==> config.mk <==
export PLATFORM = sky130hd
export DESIGN_NAME = ptc_temp
export DESIGN_NICKNAME = d
export VERILOG_FILES = /design/src/rtl/ptc_pkg.sv /design/src/rtl/ptc_temp.sv
export SDC_FILE = /design/constraint.sdc
export NUM_CORES = 2
export LEC_CHECK = 0
export ABC_AREA = 0
export ABC_CLOCK_PERIOD_IN_PS = 18800
export BUFFER_PORTS_ARGS = -buffer_cell sky130_fd_sc_hd__buf_2
export CORE_UTILIZATION = 55
export DETAILED_ROUTE_END_ITERATION = 10
export GPL_TIMING_DRIVEN = 0
export HOLD_SLACK_MARGIN = 0.12
export PLACE_DENSITY_LB_ADDON = 0.25
export SYNTH_ARGS = -nofsm -noshare
export SYNTH_HDL_FRONTEND = slang
export SYNTH_SLANG_ARGS = --single-unit
==> constraint.sdc <==
create_clock -name clk -period 18.8 [get_ports clk]
set_input_delay 3.76 -clock clk [delete_from_list [all_inputs] [get_ports clk]]
set_output_delay 3.76 -clock clk [all_outputs]
set_load 0.005 [all_outputs]
==> src/rtl/ptc_pkg.sv <==
// Shared types and constants for the pressure/temperature compensation core.
// No dependencies; used by every module under rtl/.
package ptc_pkg;

  // Divider steps: one quotient bit per stage over the 64-bit numerator.
  localparam int DIV_STEPS = 64;

  typedef logic [1:0] cfg_idx_t;

  localparam cfg_idx_t CFG_TEMP_COEFFS = 2'd0;
  localparam cfg_idx_t CFG_PRESS_LOW   = 2'd1;
  localparam cfg_idx_t CFG_PRESS_HIGH  = 2'd2;
  localparam cfg_idx_t CFG_PRESS_NINE  = 2'd3;

  localparam logic signed [32:0] FINE_OFFSET  = 33'sd128000;
  localparam logic [20:0]        PRESS_FULL   = 21'd1048576;
  localparam logic [63:0]        PRESS_SCALE  = 64'd3125;
  localparam logic [34:0]        TEMP_ROUND   = 35'd128;
  localparam logic [63:0]        PRESS_BIAS47 = 64'h0000_8000_0000_0000;

  // Calibration coefficients, all 16 bits; t1 and p1 unsigned, others signed.
  typedef struct packed {
    logic [15:0] t1;
    logic [15:0] t2;
    logic [15:0] t3;
    logic [15:0] p1;
    logic [15:0] p2;
    logic [15:0] p3;
    logic [15:0] p4;
    logic [15:0] p5;
    logic [15:0] p6;
    logic [15:0] p7;
    logic [15:0] p8;
    logic [15:0] p9;
  } coef_t;

  // Temperature results that ride along with the pressure computation.
  typedef struct packed {
    logic [26:0] temp;
    logic [31:0] fine;
  } side_t;

endpackage

==> src/rtl/ptc_temp.sv <==
// Temperature stages: fine temperature with 32-bit wrap and centidegree output.
// Three register stages; depends on ptc_pkg.
module ptc_temp (
  input  logic              clk,
  input  logic              rst_n,
  input  logic              en,
  input  logic              in_vld,
  input  logic [19:0]       raw_t,
  input  logic [19:0]       raw_p,
  input  ptc_pkg::coef_t    coef,
  output logic              vld,
  output ptc_pkg::side_t    side,
  output logic [19:0]       raw_p_o
);

  logic signed [17:0] a;
  logic signed [16:0] b;
  logic signed [33:0] at_full;
  logic signed [33:0] bb_full;
  logic signed [31:0] v1;
  logic signed [31:0] bbs;
  logic signed [35:0] m_full;
  logic signed [31:0] v2;
  logic [31:0]        fine;
  logic [34:0]        f35;
  logic [34:0]        t35;

  logic        s1_vld_r, s2_vld_r, s3_vld_r;
  logic [31:0] at_r, bb_r;
  logic [31:0] tv1_r, m_r;
  logic [19:0] rp1_r, rp2_r, rp3_r;
  ptc_pkg::side_t side_r;

  always_comb begin
    a       = $signed({1'b0, raw_t[19:3]}) - $signed({1'b0, coef.t1, 1'b0});
    b       = $signed({1'b0, raw_t[19:4]}) - $signed({1'b0, coef.t1});
    at_full = a * $signed(coef.t2);
    bb_full = b * b;
    v1      = $signed(at_r) >>> 11;
    bbs     = $signed(bb_r) >>> 12;
    m_full  = $signed(bbs[19:0]) * $signed(coef.t3);
    v2      = $signed(m_r) >>> 14;
    fine    = tv1_r + v2;
    f35     = {{3{fine[31]}}, fine};
    t35     = (f35 << 2) + f35 + ptc_pkg::TEMP_ROUND;
  end

  always_ff @(posedge clk) begin
    if (!rst_n) begin
      s1_vld_r <= 1'b0;
      s2_vld_r <= 1'b0;
      s3_vld_r <= 1'b0;
    end else if (en) begin
      s1_vld_r <= in_vld;
      s2_vld_r <= s1_vld_r;
      s3_vld_r <= s2_vld_r;
    end
  end

  always_ff @(posedge clk) begin
    if (en) begin
      at_r        <= at_full[31:0];
      bb_r        <= bb_full[31:0];
      rp1_r       <= raw_p;
      tv1_r       <= v1;
      m_r         <= m_full[31:0];
      rp2_r       <= rp1_r;
      side_r.fine <= fine;
      side_r.temp <= t35[34:8];
      rp3_r       <= rp2_r;
    end
  end

  assign vld     = s3_vld_r;
  assign side    = side_r;
  assign raw_p_o = rp3_r;

endmodule

==> flow_metrics.tcl <==
set metrics [dict create \
    outcome "finished clean" \
    detail-route-antenna-nets 0 \
    cts_hold_buf 0 \
    met3_usage_pct 6.516 \
    crit_type "primary input to flop" \
    top_usage_layer "met2" \
    arrival_ps 13130 \
    layout_min_cycle_time_ps 12860 \
    multi_input_area_um2 28010 \
    start_kind "primary input" \
    core-area_um2 67630 \
    antenna_found_initial 6 \
    reg2reg_depth 22 \
    path_delay_family "adder cells" \
    wl_per_cell_um 18.67 \
    finalSetupTns_ps 0 \
    gr-usage-all-layers_pct 27.54 \
    required_ps 19060 \
    firstDrtPassIters 8 \
    crit_buf_inv 6 \
    rsz0062_at_grt "no" \
    r2r-start "bb_r[23]$_DFFE_PP_" \
    synth.yosys.seq_area_share_pct 14.45 \
    cts_max_path_buffers 2 \
    synth_warnings 0 \
    globalplace.congestion 0.9616 \
    drc 0 \
    crit_path_frequent_cell "fa_1" \
    ys_types 78 \
    cts_root_buffer "clkbuf_16" \
    endpoint_kind "flop" \
    drt_iter0_drc 1731 \
    cts_tree "yes" \
    diodes 0 \
    synth_most_common_cell "inv_1" \
    post_cts_buffers 0 \
    hold_class "flop to flop" \
    io_pins 316 \
    synth_area_per_cell_um2 9.883 \
    fp.dieH_um 264.2 \
    syn-instance-count 3826 \
    grt_pass1_vias 27481 \
    gr-total-overflow 0 \
    final_nets 5368 \
    dieArea_um2 69800 \
    grt_use_met2_pct 45.22 \
    drv_cap 0 \
    synth_fp_nets 5195 \
    synth_edf_count 180 \
    grtUsageMet1_pct 35.97 \
    grt_pass1_wl_um 146600 \
    synth.cells.most_frequent "980 x inv_1, 816 x fa_1, 460 x nand2_1, 317 x ha_1, 198 x and2_1" \
    clock-sinks 183 \
    cts_inserted_buffers 17 \
    h-tree-depth 4 \
    rrSetupSlack_ps 10940 \
    clk_latency_ps 450 \
    finalHoldViolCount 0 \
    path_clk_slew_ps 80 \
    regArea_um2 5465 \
    fin_crit_sh_pct 68.43 \
    via_count 26099 \
    cp_max_fo 10 \
    drive_gt1_share_pct 6.107 \
    cp-startpoint "raw_t[4]" \
    yosysTopAreaCell "fa_1" \
    ctsResizeCount 0 \
    crit_slowest_cell "xor2_1" \
    netlist_area_um2 37810 \
    portBuffers 153 \
    worst_pin_slew_ps 1408 \
    syn_to_final_growth_pct 6.598 \
    n_fill_cell 5797 \
    rr_endpoint "m_r[31]$_DFFE_PP_" \
    slowest_delay_ps 1080 \
    drv_slew 0 \
    skew_ps 12.78 \
    netlist_top_cells_area "fa_1 43%, edfxtp_1 14%, ha_1 10%, inv_1 9.7%, nand2_1 4.6%" \
    synthFlopType "edfxtp_1" \
    start_util_pct 55.91 \
    place.detailed.hpwl_um 76140 \
    vias_per_cell 5.343 \
    routed_wl_um 91210 \
    endpoint "bb_r[31]$_DFFE_PP_" \
    fp.dieW_um 264.2 \
    grt_max_degree 94 \
    synth_top_area_share_pct 43.20 \
    ys_seq_elements 183 \
    synthArstFlopShare_pct 0 \
    setup_viol 0 \
    relSlewSlack_pct 5.828 \
    crit_cells 28 \
    num_rows 95 \
    timing.fmax_mhz 77.74 \
]
==> per-stage QoR <==
step,hold slack [ps],instances,instance area [um^2],util [%],worst slack [ps]
final,418.0,4885,40310,59.59,5936
after global routing,427.1,4885,40310,59.59,5590
after CTS,422.6,4885,40310,59.59,6149
after detailed placement,404.5,4853,39710,58.71,5699
after global placement,400.3,4852,39670,58.65,5753
after floorplan,400.3,3826,37810,-,7613
==> final cells by class <==
class	count	area share (%)
tap	873	2.710
buffer	144	1.558
sequential	183	13.56
timing repair buffer	154	1.993
inverter	986	9.195
clock buffer	17	1.055
multi-input combinational	2513	69.50
clock inverter	15	0.4315
==> cells in the final DEF, fill, tap and decap left out, drive strengths merged, types with 6 or more instances in the layout <==
cell type,count
buf,186
clkbuf,129
o21bai,8
mux2i,7
o211ai,6
a21o,26
inv,993
clkinv,7
or2,6
o21a,15
and3,24
a211oi,11
edfxtp,180
nand2b,36
fa,816
o21ai,47
nor2b,34
xor2,36
a31oi,10
a21oi,81
ha,317
nand3,34
nor3,30
nand4,13
and2,198
nand2,462
xnor2,105
nor2,115
==> logic make-up (layout without fill, tap and decap cells) <==
kind of cell | after synthesis | after routing | share of synthesized area, %
xor gates and xnor gates | 144 | 144 | 3.484
AOI/OAI and AO/OA | 250 | 250 | 4.375
muxes | 8 | 8 | 0.2482
buffers and inverters | 1130 | 1316 | 11.46
adders and majority gates | 1133 | 1133 | 53.69
and+or+nand+nor | 978 | 978 | 12.28
DFF | 183 | 183 | 14.45
==> metal layers <==
layer | part of all wire (%) | wire, um
met2 | 47 | 43240
met5 | 0.032 | 29
met1 | 40 | 36340
met4 | 3.6 | 3317
met3 | 9.1 | 8285
==> worst min-delay path by stage <==
stage	from	endpoint	slack [ps]	depth (start not counted)
4_1_cts	rp1_r[13]$_DFFE_PP_	rp2_r[13]$_DFFE_PP_	420	0
3_3_place_gp	rp1_r[11]$_DFFE_PP_	rp2_r[11]$_DFFE_PP_	400	0
6_report	at_r[13]$_DFFE_PP_	tv1_r[2]$_DFFE_PP_	420	0
3_5_place_dp	rp1_r[19]$_DFFE_PP_	rp2_r[19]$_DFFE_PP_	400	0
2_1_floorplan	rp2_r[0]$_DFFE_PP_	raw_p_o[0]$_DFFE_PP_	400	0
5_1_grt	rp2_r[6]$_DFFE_PP_	raw_p_o[6]$_DFFE_PP_	430	0
==> worst register-to-register path, stage by stage, from the launching register on <==
cell and delay (ps):
edfxtp_1 650, clkbuf_1 550, nand2_1 160, fa_1 580, inv_1 80, fa_1 530
inv_1 50, fa_1 500, inv_1 60, fa_1 520, inv_1 50, fa_1 480
inv_1 50, fa_1 470, ha_1 340, o21ai_0 90, nand2b_1 130, nand4_1 110
o31a_1 380, nor4_1 490, o2111ai_1 270, and3_1 210, a311oi_1 790
==> registers in the layout, indices dropped and copies added, names as in the netlist <==
register,count
s1_vld_r,1
m_r,18
rp2_r,20
vld,1
raw_p_o,20
s2_vld_r,1
at_r,21
tv1_r,21
rp1_r,20
side,40
bb_r,20
Power is left out: the tool's default activity adds up to more than one toggle a clock period on the data nets, which glitch-free logic cannot reach.
